### config.mk
export PLATFORM = sky130hd
export DESIGN_NAME = tcw_ctrl
export DESIGN_NICKNAME = d
export VERILOG_FILES = /design/src/design/tcw_pkg.sv /design/src/design/tcw_ctrl.sv
export VERILOG_INCLUDE_DIRS = /design/src /design/src/design
export SDC_FILE = /design/constraint.sdc
export NUM_CORES = 1
export LEC_CHECK = 0
export BUFFER_PORTS_ARGS = -buffer_cell sky130_fd_sc_hd__buf_4
export CELL_PAD_IN_SITES_DETAIL_PLACEMENT = 0
export CELL_PAD_IN_SITES_GLOBAL_PLACEMENT = 1
export CORE_AREA = 2 2 48 50
export DETAILED_ROUTE_END_ITERATION = 8
export DIE_AREA = 0 0 50 52
export MAX_ROUTING_LAYER = met4
export PLACE_DENSITY_LB_ADDON = 0.1
export SYNTH_ARGS = -nofsm -noshare
export SYNTH_HDL_FRONTEND = slang
export SYNTH_SLANG_ARGS = --single-unit
### constraint.sdc
create_clock -name clk -period 3.8 [get_ports clk]
set_clock_uncertainty 0.1 [all_clocks]
set_input_delay 0.76 -clock clk [delete_from_list [all_inputs] [get_ports clk]]
set_output_delay 0.76 -clock clk [all_outputs]
set_load 0.03 [all_outputs]
### src/design/assert_macros.svh
// Assertion macros shared by the console writer modules.
// No dependencies; taken in by `include before the module body.
`ifndef ASSERT_MACROS_SVH
`define ASSERT_MACROS_SVH

// same-cycle implication
`define TCW_ASSERT_IMP(label, clk, rst_n, ante, cons, msg) \
	label: assert property (@(posedge clk) disable iff (!rst_n) (ante) |-> (cons)) else $error(msg);

// next-cycle implication
`define TCW_ASSERT_NXT(label, clk, rst_n, ante, cons, msg) \
	label: assert property (@(posedge clk) disable iff (!rst_n) (ante) |=> (cons)) else $error(msg);

`endif

### src/design/tcw_pkg.sv
// Types, constants and codes of the text console writer.
// No dependencies; used by the interfaces and all modules.
package tcw_pkg;

	localparam int COLUMNS    = 80;
	localparam int ROWS       = 25;
	localparam int CELLS      = COLUMNS * ROWS;
	localparam int ADDR_W     = $clog2(CELLS);
	localparam int COL_W      = 7;
	localparam int ROW_W      = 5;
	localparam int CHAR_W     = 8;
	localparam int ATTR_W     = 8;
	localparam int POS_W      = 8;
	localparam int OP_W       = 3;
	localparam int NIB_W      = 4;
	localparam int CFG_IDX_W  = 8;
	localparam int CFG_DATA_W = 8;
	localparam int TAB_STEP   = 8;

	localparam logic [CHAR_W-1:0] BLANK      = 8'h20;
	localparam logic [CHAR_W-1:0] CH_TAB     = 8'd9;
	localparam logic [CHAR_W-1:0] CH_LF      = 8'd10;
	localparam logic [CHAR_W-1:0] CH_CR      = 8'd13;
	localparam logic [ATTR_W-1:0] RESET_ATTR = 8'h0F;
	localparam logic [ATTR_W-1:0] TEXT_ATTR_RST = 8'd15;

	localparam logic [CFG_IDX_W-1:0] REG_TEXT_ATTR = 8'd0;
	localparam logic [CFG_IDX_W-1:0] REG_ENABLED   = 8'd1;

	typedef enum logic [OP_W-1:0] {
		OP_PUT     = 3'd0,
		OP_PUT_AT  = 3'd1,
		OP_SET_CUR = 3'd2,
		OP_CLS     = 3'd3,
		OP_CLR_ROW = 3'd4,
		OP_READ    = 3'd5
	} op_t;

	typedef enum logic [3:0] {
		ST_INIT,
		ST_IDLE,
		ST_EXEC,
		ST_WRITE,
		ST_COPY_RD,
		ST_COPY_WR,
		ST_FILL,
		ST_DONE
	} state_t;

	typedef enum logic [2:0] {
		CUR_HOLD,
		CUR_HOME,
		CUR_CR,
		CUR_TAB,
		CUR_DOWN,
		CUR_SET,
		CUR_INC
	} cur_op_t;

	typedef enum logic [2:0] {
		MEM_NONE,
		MEM_WR_CHAR,
		MEM_WR_AT,
		MEM_RD_AT,
		MEM_FILL,
		MEM_COPY_RD,
		MEM_COPY_WR
	} mem_op_t;

	typedef enum logic [2:0] {
		SW_HOLD,
		SW_ALL,
		SW_ROW,
		SW_COPY,
		SW_LAST
	} sw_op_t;

	typedef struct packed {
		logic    cap;
		cur_op_t cur;
		mem_op_t mem;
		sw_op_t  sw;
		logic    sw_step;
		logic    fill_rst;
		logic    res_load;
	} tcw_cmd_t;

	typedef struct packed {
		logic [OP_W-1:0] op;
		logic            enabled;
		logic            is_lf;
		logic            is_cr;
		logic            is_tab;
		logic            tab_wrap;
		logic            col_full;
		logic            row_last;
		logic            pos_ok;
		logic            row_ok;
		logic            sw_last;
	} tcw_stat_t;

endpackage

### src/design/tcw_ctrl.sv
// Controller: sequences each request, the reset fill, scrolls and clears.
// Depends on tcw_pkg and assert_macros.svh; drives tcw_datapath.
`include "assert_macros.svh"

module tcw_ctrl (
	input  logic               clk,
	input  logic               arst_n,
	input  tcw_pkg::tcw_stat_t stat,
	output tcw_pkg::tcw_cmd_t  cmd,
	input  logic               in_valid,
	output logic               in_ready,
	output logic               out_valid,
	input  logic               out_ready
);
	import tcw_pkg::*;

	state_t state_q;
	state_t state_d;
	logic   pend_q;
	logic   pend_d;
	logic   out_valid_q;

	always_ff @(posedge clk or negedge arst_n) begin
		if (!arst_n) begin
			state_q     <= ST_INIT;
			pend_q      <= 1'b0;
			out_valid_q <= 1'b0;
		end else begin
			state_q <= state_d;
			pend_q  <= pend_d;
			if (cmd.res_load) begin
				out_valid_q <= 1'b1;
			end else if (out_ready) begin
				out_valid_q <= 1'b0;
			end
		end
	end

	always_comb begin
		logic do_lf;
		logic lf_pend;

		do_lf        = 1'b0;
		lf_pend      = 1'b0;
		state_d      = state_q;
		pend_d       = pend_q;
		cmd          = '0;
		cmd.cur      = CUR_HOLD;
		cmd.mem      = MEM_NONE;
		cmd.sw       = SW_HOLD;
		in_ready     = 1'b0;

		unique case (state_q)
			ST_INIT: begin
				cmd.mem      = MEM_FILL;
				cmd.fill_rst = 1'b1;
				cmd.sw_step  = 1'b1;
				if (stat.sw_last) begin
					state_d = ST_IDLE;
				end
			end
			ST_IDLE: begin
				in_ready = 1'b1;
				cmd.cap  = in_valid;
				if (in_valid) begin
					state_d = ST_EXEC;
				end
			end
			ST_EXEC: begin
				state_d = ST_DONE;
				unique case (stat.op)
					OP_PUT: begin
						if (stat.enabled) begin
							priority if (stat.is_lf) begin
								do_lf = 1'b1;
							end else if (stat.is_cr) begin
								cmd.cur = CUR_CR;
							end else if (stat.is_tab) begin
								if (stat.tab_wrap) begin
									do_lf = 1'b1;
								end else begin
									cmd.cur = CUR_TAB;
								end
							end else if (stat.col_full) begin
								do_lf   = 1'b1;
								lf_pend = 1'b1;
							end else begin
								cmd.mem = MEM_WR_CHAR;
								cmd.cur = CUR_INC;
							end
						end
					end
					OP_PUT_AT: begin
						if (stat.pos_ok) begin
							cmd.mem = MEM_WR_AT;
						end
					end
					OP_SET_CUR: begin
						cmd.cur = CUR_SET;
					end
					OP_CLS: begin
						if (stat.enabled) begin
							cmd.sw  = SW_ALL;
							cmd.cur = CUR_HOME;
							pend_d  = 1'b0;
							state_d = ST_FILL;
						end
					end
					OP_CLR_ROW: begin
						if (stat.enabled && stat.row_ok) begin
							cmd.sw  = SW_ROW;
							pend_d  = 1'b0;
							state_d = ST_FILL;
						end
					end
					OP_READ: begin
						if (stat.pos_ok) begin
							cmd.mem = MEM_RD_AT;
						end
					end
					default: begin
					end
				endcase
				if (do_lf) begin
					if (!stat.row_last) begin
						cmd.cur = CUR_DOWN;
						state_d = lf_pend ? ST_WRITE : ST_DONE;
					end else begin
						cmd.cur = CUR_CR;
						cmd.sw  = SW_COPY;
						pend_d  = lf_pend;
						state_d = ST_COPY_RD;
					end
				end
			end
			ST_WRITE: begin
				cmd.mem = MEM_WR_CHAR;
				cmd.cur = CUR_INC;
				state_d = ST_DONE;
			end
			ST_COPY_RD: begin
				cmd.mem = MEM_COPY_RD;
				state_d = ST_COPY_WR;
			end
			ST_COPY_WR: begin
				cmd.mem = MEM_COPY_WR;
				if (stat.sw_last) begin
					cmd.sw  = SW_LAST;
					state_d = ST_FILL;
				end else begin
					cmd.sw_step = 1'b1;
					state_d     = ST_COPY_RD;
				end
			end
			ST_FILL: begin
				cmd.mem = MEM_FILL;
				if (stat.sw_last) begin
					state_d = pend_q ? ST_WRITE : ST_DONE;
				end else begin
					cmd.sw_step = 1'b1;
				end
			end
			ST_DONE: begin
				if (!out_valid_q || out_ready) begin
					cmd.res_load = 1'b1;
					state_d      = ST_IDLE;
				end
			end
			default: begin
				state_d = ST_IDLE;
			end
		endcase
	end

	assign out_valid = out_valid_q;

	`TCW_ASSERT_NXT(a_accept_exec, clk, arst_n, cmd.cap, state_q == ST_EXEC, "accepted request not executed")
	`TCW_ASSERT_NXT(a_result_shown, clk, arst_n, cmd.res_load, out_valid_q && (state_q == ST_IDLE), "result not presented")
	`TCW_ASSERT_IMP(a_no_overwrite, clk, arst_n, cmd.res_load && out_valid_q, out_ready, "result overwritten before taken")

endmodule
Yosys cells after proc, flatten, opt, wreduce, memory -nomap -nowiden
Index checks and enable logic that the tools add are counted.
{ "op_classes": {"mux": 64, "eq_ne": 16, "reduce_logical": 9} }
{ "op_table": {"columns": ["op", "count"], "rows": [
  ["3-bit 2-to-1 mux", 12],
  ["4-bit one-hot mux with 8 select lines", 1],
  ["1-bit 2-to-1 mux", 29],
  ["4-bit 2-to-1 mux", 5],
  ["6-bit 2-to-1 mux", 3],
  ["3-bit one-hot mux with 3 select lines", 2],
  ["4-bit by 3-bit == test with 1-bit output (second input constant)", 4],
  ["3-bit one-hot mux with 5 select lines", 1],
  ["3-bit one-hot mux with 2 select lines", 2],
  ["2-bit 2-to-1 mux", 5],
  ["4-bit by 2-bit == test with 1-bit output (second input constant)", 2],
  ["2-bit != test (second input constant)", 4],
  ["3-bit by 2-bit == test with 1-bit output (second input constant)", 2],
  ["3-bit == test (second input constant)", 2],
  ["1-bit one-hot mux with 2 select lines", 3],
  ["4-bit by 1-bit == test with 1-bit output (second input constant)", 1],
  ["4-bit logical NOT", 1],
  ["2-bit one-hot mux with 2 select lines", 1],
  ["4-bit AND reduction", 1],
  ["2-bit OR reduction", 2],
  ["3-bit by 1-bit == test with 1-bit output (second input constant)", 1],
  ["3-bit logical NOT", 1],
  ["2-bit nonzero test", 1],
  ["1-bit logical AND", 1],
  ["other kinds (2)", 2]
]} }
{ "totals": {"register_bits": 6} }

Longest topological paths before layout
Gate-level depths: netlist (run 1).
{ "logic_depth": {"word_depth": 11, "ltp_mapped": 5, "ltp_nobuf": 4} }

Worst setup path before layout (run 1)
No wires, ideal clock.
{ "synth_path": {"path_type": "input -> output", "from": "input stat[11] (netlist name)", "to": "output cmd[9] (netlist name)", "arrival_ns": 2.597, "path_slack_ns": 0.343, "path_stages": 4, "required_ns": 2.940, "n_path_buf": 1, "cell_sequence": "buf_6 nor4b_4 a41oi_1 a2111oi_1"} }
{ "synth_rtl": {"columns": ["element", "line", "rtl"], "rows": [
  ["start, declared", "tcw_ctrl.sv:8", "input tcw_pkg::tcw_stat_t stat,"],
  ["end, declared", "tcw_ctrl.sv:9", "output tcw_pkg::tcw_cmd_t cmd,"]
]} }

==> run summary, run 1 <==
The clock-pin slew on the worst setup and hold paths came out at 0.04 ns. The number of resized instances in the post-cts repair step came out at 0. The count of buffer and inverter cells on the critical path is 2. The global-route wire length before repair is 2.870 mm. The largest individual stage delay along the critical path comes from the cell a2111oi_0. The most numerous cell type found on the critical path is buf_4.

Of the post-synthesis cell area, the dominant cell type holds 0.1965. The total overflow left after global routing is 0. The count of final hold-check violations is 0. For this design, the sink count on the clock tree is 5. The power share of the clock group came out at 0.099.

The area growth from synthesis to final layout came out at 42.04%. In the final timing run, aggregate negative setup slack is 0 ns. The flow ran to the end, and the final reports show no timing, DRC or antenna violations. Port buffering added 31 buffers. In the synthesized netlist the async set-or-reset flop fraction comes to 1.000. The H-tree depth came out at 1. Max-cap violations in this run came to 0. The count of final max-slew check failures came out at 0.

The initial antenna violation count is 0. The congestion estimate from routability-driven global placement came to 0.7167. Fill cells in the final layout number 240. In this run the cell area of the synthesized design comes to 636.9 µm². The sequential area share after synthesis is 0.1965. The DRC violation count after routing is 0. The total number of nets in the final design is 135.

The die footprint came out at 2600 µm². The data arrival time of the worst path came out at 2.12 ns. The maximum fanout along the worst path is 4. The critical path endpoint category is a primary output. The global-route usage over all layers is 0.1446. The ratio of cells with drive above 1 in the final layout came out at 0.3419. The antenna diode count came out at 0. The CTS root buffer is clkbuf_4. The total power density per cell area is 697.8 nW/µm². The highest clock rate came out at 335.6 MHz.

The row count came out at 17. The most numerous cell in the Yosys netlist is nor2_1. Setup repair after global routing left no endpoint under its margin. The synthesized instance count came out at 87. The hold buffer count at CTS came out at 0.

The category of the critical setup timing path is in -> out. The share of total power dissipated in sequential elements is 0.223. In this run, distinct cell masters in the synthesized netlist total 27.

Entering global routing, the biggest net connects 17 pins. The number of buffers inserted by post-CTS setup repair is 0. The internal power came out at 0.0002916 W. Yosys mapped a number of flops with a built-in enable equal to 0. The die outline height is 52 µm.

Summed over all nets, the half-perimeter wirelength after detailed placement is 1.374 mm. By count the netlist is led by 13 x nor2_1, 9 x a21oi_1, 8 x nand2b_1. The final critical path time including I/O delays and setup came out at 2.980 ns. The required time at the worst-slack endpoint is 2.94 ns. The kind of cell with the highest combined delay along the critical path is compound AO/OA/AOI/OAI gates. TritonCTS built the clock tree. The maximum buffer depth of the clock tree came out at 2. The die width is 50 µm. The initial DRC count is 6. The maximum VDD drop came out at 364.7 µV. The most used flip-flop cell after synthesis is dfrtp_1. The number of synthesis warnings is 0. Clock tree synthesis inserted a total of 3 buffers. The clock insertion delay at the later pin of the skew report came out at 0.24 ns. The static power due to leakage is 0.4158 nW.

For the pin with the worst max-slew slack, the measured transition is 0.4167 ns. In this run the tightest slew margin relative to its limit is 0.7222. The switching power share of the total is 0.5380. The via count of the first global-routing pass came out at 660. The overall power after layout is 0.0006313 W. After synthesis, the cell types taking the most area are dfrtp_1 20%, nand2b_1 7.9%, nor2_1 7.7%, a21oi_1 7.1%, o21ai_0 5.5%. Hold is met by 0.2075 ns. The initial utilization of the core area, before any placement, comes to 0.3024. The number of nets handed over by synthesis was 104. The share of the clock period used by the worst path after layout is 0.7842.

Traced cell by cell, the critical path runs through buf_4 -> mux2_2 -> a21o_1 -> a2111oi_0 -> nor3b_1 -> buf_4. The combinational cell fraction of total power came out at 0.678. The final count of negative-setup-slack endpoints came out at 0.

The total of flip-flops plus latches after synthesis came out at 5. The detailed-router iteration count before antenna repair is 4. The min-delay analysis places its worst path in the category in -> async. Across all layers, the routed design uses 730 vias. The total core area came out at 2106 µm². The average cell area after synthesis came out at 7.320 µm².

After detailed routing, the average wire length per cell comes to 11.91 µm. The kind of launch point of the worst setup path is an input port. The leading area contributor after synthesis is dfrtp_1. Summed over all nets, the switching power comes to 0.0003397 W. For this run, the slowest stage of the critical path takes 0.41 ns. The detail-routed via count per cell came out at 5.034. After detailed routing, the total wire length is 1.727 mm.

The post-detailed-route count of antenna-violating nets is 0. Pin placement for this block handled 32 I/O pins.
==> worst register-to-register path, delay by kind of cell (launching register included) <==
| kind | cells | cell delay, ns |
|---|---|---|
| flops | 1 | 0.52 |
| compound gates | 2 | 0.31 |
| simple gates | 2 | 0.58 |
==> flip-flops by register name, summed over array words and instances (netlist names) <==
register,count
out_valid,1
pend_q,1
state_q,3
==> layer usage <==
layer,vias to the layer above,global-route usage,wire length [µm]
met5,-,-,0
met3,0,0.02011,100
met4,0,0.06944,0
li1,380,-,-
met2,19,0.2500,856
met1,331,0.1646,770
==> power by group through the flow <==
| stage | Combinational, W | Sequential, W | Clock [W] |
|---|---|---|---|
| final | 0.000428 | 0.000141 | 0.0000622 |
| after global routing | 0.000470 | 0.000148 | 0.0000670 |
| after CTS | 0.000435 | 0.000142 | 0.0000655 |
| after detailed placement | 0.000432 | 0.000143 | 0 |
| after global placement | 0.000431 | 0.000144 | 0 |
| after floorplan | 0.000320 | 0.000109 | 0 |
==> stage by stage <==
| stage | std cells | area, µm² | worst slack, ns | util |
|---|---|---|---|---|
| 2_1_floorplan | 87 | 636.9 | 0.3435 | - |
| 3_3_place_gp | 141 | 878.3 | 0.8381 | 0.4171 |
| 3_5_place_dp | 141 | 878.3 | 0.8361 | 0.4171 |
| 4_1_cts | 145 | 904.6 | 0.8319 | 0.4296 |
| 5_1_grt | 145 | 904.6 | 0.7156 | 0.4296 |
| 6_report | 145 | 904.6 | 0.8201 | 0.4296 |
==> path summary, 6_finish.rpt <==
path                                             start                      to  slack [ns]  depth (start not counted)
worst max-delay path                           stat[6]                 cmd[11]        0.82                          6
worst min-delay path                            arst_n  state_q[2]$_DFFE_PN0P_        0.21                          1
max in group asynchronous                       arst_n  state_q[0]$_DFFE_PN0P_        3.29                          1
worst min register to register   out_valid$_DFFE_PN0P_   out_valid$_DFFE_PN0P_        0.42                          2
min in group clk                 out_valid$_DFFE_PN0P_   out_valid$_DFFE_PN0P_        0.42                          2
worst max register to register  state_q[0]$_DFFE_PN0P_      pend_q$_DFFE_PN0P_        2.16                          4
==> cell families after synthesis <==
logic type,count (synthesis),share of synthesized area
compound gates,29,0.3340
buf+inv,11,0.07661
flops,5,0.1965
simple gates,41,0.3753
mux,1,0.01768
==> layout by cell type (no fill, tap or decap), types with 3 or more instances in the layout <==
cell       n
o21ai_0    7
buf_4     31
inv_1      6
nor2_1    13
dfrtp_1    5
clkbuf_4   3
nand2b_1   8
nor2b_1    3
o32ai_1    3
nand2_1    7
a21oi_1    9
==> final cells by class <==
type,count,area [µm²],area share
Inverter,6,22.52,0.02490
Clock buffer,4,26.28,0.02905
Timing Repair Buffer,31,232.7,0.2573
Multi-Input combinational cell,71,462.9,0.5118
Sequential cell,5,125.1,0.1383
Tap cell,28,35.03,0.03873
Note: power is estimated with default switching activity, not from simulation.
==> run 2, diff against run 1 <==
--- a/config.mk
+++ b/config.mk
@@ -9,9 +9,9 @@
 export BUFFER_PORTS_ARGS = -buffer_cell sky130_fd_sc_hd__buf_4
 export CELL_PAD_IN_SITES_DETAIL_PLACEMENT = 0
 export CELL_PAD_IN_SITES_GLOBAL_PLACEMENT = 1
-export CORE_AREA = 2 2 48 50
+export CORE_AREA = 2 2 50 52
 export DETAILED_ROUTE_END_ITERATION = 8
-export DIE_AREA = 0 0 50 52
+export DIE_AREA = 0 0 52 54
 export MAX_ROUTING_LAYER = met4
 export PLACE_DENSITY_LB_ADDON = 0.1
 export SYNTH_ARGS = -nofsm -noshare
==> constraint.sdc (replaced) <==
create_clock -name clk -period 2.8 [get_ports clk]
set_clock_uncertainty 0.1 [all_clocks]
set_input_delay 0.56 -clock clk [delete_from_list [all_inputs] [get_ports clk]]
set_output_delay 0.56 -clock clk [all_outputs]
set_load 0.03 [all_outputs]
==> run summary, run 2 (same netlist as run 1, synthesis figures left out) <==
The die is 54 µm tall. Of the total power, registers draw 0.143. Summed over all layers, the global routing overflow is 0. The total number of nets in the final design is 138. The sum of negative setup slack is 0 ns. The largest individual stage delay along the critical path comes from the cell nor4b_4.

Detailed routing inserted a total of 759 vias. The data arrival time of the worst path came out at 1.92 ns. The signal on the critical path passes through buf_4 -> nor4b_4 -> and3_1 -> a2111oi_0 -> nor3b_1 -> buf_4. In this run the number of H-tree levels came out at 1. The max-capacitance violation count came out at 0. The first global-routing pass estimated 2.953 mm of wire.

The detailed router used layers up to and including met4. The cell area after placement came out at 908.4 µm². The library cells used most frequently in the layout, excluding fill and tap cells, are 34 x buf_4, 13 x nor2_1, 9 x a21oi_1. The static power due to leakage is 0.4308 nW. The global-route usage over all layers came out at 0.1447. From synthesis to final layout, the design area changed by 46.76%. The final count of negative-setup-slack endpoints is 0.

Counting flops per register, the top entry is state_q. The total wire length came out at 1.803 mm. The highest clock rate is 387.1 MHz. Of the available clock period, the critical path in the final layout requires 0.9226. The maximum VDD drop is 410.8 µV. The filler cell count in the final layout came out at 248. The clock insertion delay at the later pin of the skew report came out at 0.23 ns. The number of ports placed on the die boundary came out at 32. The number of resized instances in the post-cts repair step is 0. The most frequent standard cell in the layout excluding fill and tap cells is buf_4.

The maximum buffer depth of the clock tree is 2. The via count of the first global-routing pass came to 698. In this run the power spent charging and discharging nets is 0.0004737 W. The switching power share of the total came out at 0.5268. Once the clock tree was built, the setup fixing pass inserted 0 buffers. The sequential cell area in the final layout came out at 125.1 µm².

The count of buffer and inverter cells on the critical path is 2. Of the total power, the clock network draws 0.090. The detailed-router iteration count before antenna repair came out at 4. On the worst path, the slowest cell contributes a delay of 0.45 ns. The depth of the most critical reg-to-reg path is 3. The DRC violation count after routing came out at 0. The detailed route wirelength on metal3 came out at 91 µm.

In this run, the number of DRC markers left after iteration 0 of detailed routing was 10. The count of cells in the finished layout, fillers not included, comes to 150. The row count came out at 18. During placement, the flow inserted port buffers numbering 31. The clock net in this run drives a total of 5 sinks. The maximum fanout along the worst path is 9. The count of final max-slew check failures was 0. The number of placed instances, taps included is 146. The transition at the pin with the smallest max-transition slack is 0.4173 ns. The cell sitting at the root of the clock tree is a clkbuf_4. The final critical path time including I/O delays and setup came out at 2.583 ns. The maximum number of pins on one net before global-route repair is 16.

The ratio of cells with drive above 1 in the final layout is 0.3667. Of the total power, combinational logic draws 0.767. Dividing total power by cell area gives a power density of 962.1 nW/µm².

The cell that appears most often on the critical path is buf_4. The initial antenna violation count is 0. Measured along the x axis, the die boundary spans 52 µm.

The type of the tightest min-delay check is in -> async. The clock-pin slew on the worst setup and hold paths is 0.05 ns. The footprint of the multi-input gates came out at 467.9 µm². STA classifies the critical path endpoint as a primary output. Data on the critical path is required at its endpoint by 2.14 ns.

Setup repair after global routing left no endpoint under its margin. The count of final hold-check violations is 0. The worst setup path is launched from an input port. The antenna diode count is 0. The flip-flop count of the largest register, all copies and words added is 3.

The critical path depth is 6. TritonCTS built the clock tree. Measured on the finished design, the core utilization comes to 0.4029. The worst setup path is of the in -> out kind. The number of hold buffers added after CTS was 0. The worst slew margin relative to its limit came out at 0.7206.

The sum of met2 wire segment lengths after detailed routing is 866 µm. The final instance area is 934.6 µm². The launch point of the worst path is stat[11]. The floorplan step defined a core boundary enclosing 2320 µm².

The TritonCTS buffer count came out at 3. After detailed routing, the average wire length per cell comes to 12.02 µm. The internal power of the cells totals 0.0004255 W. On the critical path the largest part of the delay comes from simple AND/OR/NAND/NOR gates. The count of nets left with antenna violations once routing finished came out at 0. The floorplan step defined a die boundary enclosing 2808 µm². The placed wire-length estimate after detailed placement is 1.409 mm.

The worst register-to-register path begins at state_q[0]$_DFFE_PN0P_. In the final routing, the length of wire on met1 measures 834 µm. The final weighted congestion of routability-driven global placement came out at 0.7587. The effective utilization at floorplan is 0.2745.

The flow ran to the end, and the final reports show no timing, DRC or antenna violations. The detail-routed via count per cell is 5.060.
## run 2: worst paths after layout
check | slack, ns | to
setup / recovery | 0.22 | cmd[11]
hold / removal | 0.02 | state_q[0]$_DFFE_PN0P_
setup reg to reg | 1.37 | pend_q$_DFFE_PN0P_
hold reg to reg | 0.42 | out_valid$_DFFE_PN0P_
max in group asynchronous | 2.47 | pend_q$_DFFE_PN0P_
min in group clk | 0.42 | out_valid$_DFFE_PN0P_
## run 2: worst reg2reg max path: stages (launching register included)
cell      delay (ns)
dfrtp_1         0.37
nand2b_1        0.18
nand2b_1        0.33
o32ai_1         0.34
## run 2: area by class of cell
class	instances	share of cell area
multi-input cells	71	0.5007
repair buffers	34	0.2731
well taps	30	0.04016
inverters	6	0.02410
flip-flops and latches	5	0.1339
clock buffers	4	0.02811
## run 2: power groups by stage
| stage | Clock (W) | Combinational, W | Sequential (W) |
|---|---|---|---|
| 2_1_floorplan | 0 | 0.000435 | 0.000148 |
| 3_3_place_gp | 0 | 0.000697 | 0.000127 |
| 3_5_place_dp | 0 | 0.000695 | 0.000129 |
| 4_1_cts | 0.0000831 | 0.000698 | 0.000129 |
| 5_1_grt | 0.0000909 | 0.000758 | 0.000136 |
| 6_report | 0.0000813 | 0.000689 | 0.000128 |
## run 2: per-layer routing
metal | vias to the layer above | global-route usage
met3 | 2 | 0.01667
li1 | 387 | -
met1 | 349 | 0.1689
met2 | 21 | 0.2553
met5 | - | -
met4 | 0 | 0.05263
## run 2: through the flow
| step | hold slack (ns) | power, W | worst slack, ns |
|---|---|---|---|
| after global routing | 0.0009907 | 0.0009848 | 0.09816 |
| after floorplan | 0.1644 | 0.0005837 | 0.02178 |
| after CTS | 0.01293 | 0.0009104 | 0.2280 |
| after detailed placement | 0.2672 | 0.0008236 | 0.2367 |
| final | 0.01621 | 0.0008992 | 0.2167 |
| after global placement | 0.2684 | 0.0008239 | 0.2429 |
==> run 3, diff against run 2 <==
--- a/config.mk
+++ b/config.mk
@@ -7,13 +7,11 @@
 export NUM_CORES = 1
 export LEC_CHECK = 0
 export BUFFER_PORTS_ARGS = -buffer_cell sky130_fd_sc_hd__buf_4
-export CELL_PAD_IN_SITES_DETAIL_PLACEMENT = 0
-export CELL_PAD_IN_SITES_GLOBAL_PLACEMENT = 1
-export CORE_AREA = 2 2 50 52
+export CORE_AREA = 2 2 42 44
 export DETAILED_ROUTE_END_ITERATION = 8
-export DIE_AREA = 0 0 52 54
+export DIE_AREA = 0 0 44 46
 export MAX_ROUTING_LAYER = met4
-export PLACE_DENSITY_LB_ADDON = 0.1
+export PLACE_DENSITY = 0.73
 export SYNTH_ARGS = -nofsm -noshare
 export SYNTH_HDL_FRONTEND = slang
 export SYNTH_SLANG_ARGS = --single-unit
==> run summary, run 3 (same netlist as run 1, synthesis figures left out) <==
Hold timing on the final database bottoms out at a slack of 0.01409 ns. STA classifies the critical path endpoint as a primary output. The row count is 15. The post-detailed-route count of antenna-violating nets came out at 0.

For this block, the via count after detailed routing is 730. The global-route wire length before repair came out at 2.628 mm. The TritonCTS buffer count is 3. Power comes to 0.0008647 W. The number of placed instances, taps included is 131. The data arrival time of the worst path came out at 1.90 ns. The largest single stage delay on the critical path is 0.56 ns. The number of buffers inserted by post-CTS setup repair came out at 0. Counting along the longest clock path gives a buffer depth of 2.

Entering global routing, the biggest net connects 16 pins. The final critical path time including I/O delays and setup came out at 2.565 ns. Counting both buffers and inverters, the worst setup path holds a total of 1.

The share of the clock period used by the worst path after layout is 0.9161. The slowest stage of the critical path is the dfrtp_1 cell. The clock-pin slew on the worst setup and hold paths came out at 0.04 ns. The total global routing overflow came out at 0. The flip-flop count of the largest register, all copies and words added came out at 3. The final weighted congestion of routability-driven global placement came out at 0.7888. The min-delay analysis places its worst path in the category in -> async. The transition at the pin with the smallest max-transition slack came out at 0.3979 ns. Once detailed placement completed, the half-perimeter wirelength came to 1.320 mm. The kind of launch point of the worst setup path is a flop. The initial DRC count came out at 14.

The repair_antennas step left the layout with diodes totalling 0. The worst setup path is of the reg -> out kind. The maximum VDD drop is 620.6 µV. The number of ports placed on the die boundary is 32. The detailed-router iteration count before antenna repair came out at 4. After the last flow step, the layout net total stands at 136. CTS placed an instance of clkbuf_4 at the clock tree root. Setup violations remaining at the end of the flow were counted as 0.

The most flop-heavy register is state_q. The clock insertion delay at the later pin of the skew report came out at 0.23 ns. The dominant delay contributor by cell family on the critical path is flip-flops.

The sink count of the clock tree came out at 5. The hold buffer count at CTS came out at 0. The ratio of cells with drive above 1 in the final layout came out at 0.3559. The floorplan step defined a die boundary enclosing 2024 µm².

The max-capacitance violation count came out at 0. The H-tree depth is 1. The floorplan step set the die width to 44 µm. In this run the power density over the cells is 957.1 nW/µm². Leaving out fill and tap cells, the most frequent cell in the layout is buf_4.

The count of final hold-check violations came out at 0. The region available for standard cell placement spans 1614 µm². The sum of negative setup slack came out at 0 ns. The total wire length is 1.604 mm. The die outline height came out at 46 µm. STA puts the critical path data required time at 2.14 ns.

Dividing the detail-routed wire length by the instance count gives 11.88 µm. The worst slew margin relative to its limit came out at 0.7336. The setup slack of the most critical reg-to-reg path came out at 1.19 ns. TritonCTS built the clock tree. The via count of the first global-routing pass is 652. The cell repeated most along the worst path is nand2b_1. The worst register-to-register path has a depth of 3. The capture point of the critical path is cmd[9]. The effective utilization at floorplan is 0.3946. The layout has 156 filler cells. Timing would allow up to 389.9 MHz. The area growth from synthesis to layout is 41.85%. In the layout the commonest cells are 32 x buf_4, 13 x nor2_1, 9 x a21oi_1. The initial antenna violation count came out at 0. Setup repair after global routing left no endpoint under its margin. After detailed routing, the number of remaining DRC violations is 0. The startpoint of the lowest-slack register-to-register path is state_q[1]$_DFFE_PN0P_. The finished layout holds 135 standard cells, fillers aside. The count of final max-slew check failures came out at 0.

The analysis attributes to cell leakage a power of 0.4210 nW. Input and output buffers added on the ports amount to 31. The capture point of the worst reg-to-reg path is pend_q$_DFFE_PN0P_. Walking the worst path, the cells encountered are nand2b_1 -> nand2b_1 -> a2111oi_2 -> buf_4. The number of resized instances in the post-cts repair step is 0. The final cell utilization of the core came out at 0.5597. The detail-routed via count per cell is 5.407.

The critical path depth is 4. Summing all multi-input logic gate instances after layout gives 467.9 µm². The sequential cell area in the final layout came out at 125.1 µm².

The launch point of the worst path is state_q[1]$_DFFE_PN0P_. Across every metal layer, demand over resource in global routing totals 0.1816. The run finished with clean final reports.

Of all nets on the critical path, the largest fanout is 14.
run 3: worst register-to-register path: cells and delay by family (launching register included):
kind	cells	cell delay (ns)
simple gates	2	0.49
flops	1	0.56
compound gates	1	0.35
run 3: cell type report:
cell class	instances	area share
multi-input combinational	71	0.5180
timing repair buffer	32	0.2659
sequential	5	0.1385
clock buffer	4	0.02909
inverter	6	0.02493
tap	17	0.02355
run 3: worst min-delay path by stage:
stage                     startpoint  slack, ns  depth (start not counted)                endpoint
after floorplan               arst_n       0.16                          0   out_valid$_DFFE_PN0P_
after global placement        arst_n       0.26                          1   out_valid$_DFFE_PN0P_
after detailed placement      arst_n       0.26                          1   out_valid$_DFFE_PN0P_
after CTS                     arst_n      0.003                          1   out_valid$_DFFE_PN0P_
after global routing          arst_n      0.002                          1  state_q[1]$_DFFE_PN0P_
final                         arst_n       0.01                          1  state_q[1]$_DFFE_PN0P_
run 3: report_power, final:
group | switching, W | internal (W)
clock | 0.0000257 | 0.0000536
sequential | 0.0000539 | 0.000110
combinational | 0.000379 | 0.000242
run 3: per-stage QoR:
step | setup WS [ns] | instance area (µm²)
after floorplan | 0.02178 | 641.9
after global routing | 0.06321 | 903.4
final | 0.2350 | 903.4
after detailed placement | 0.2158 | 877.1
after CTS | 0.2134 | 903.4
after global placement | 0.2145 | 877.1
run 3: metal layers:
metal | vias to the layer above | global-route usage | wire, µm
li1 | 381 | - | -
met1 | 334 | 0.2091 | 687
met2 | 15 | 0.3176 | 867
met3 | 0 | 0.02381 | 49
met4 | 0 | 0.07273 | 0
met5 | - | - | 0
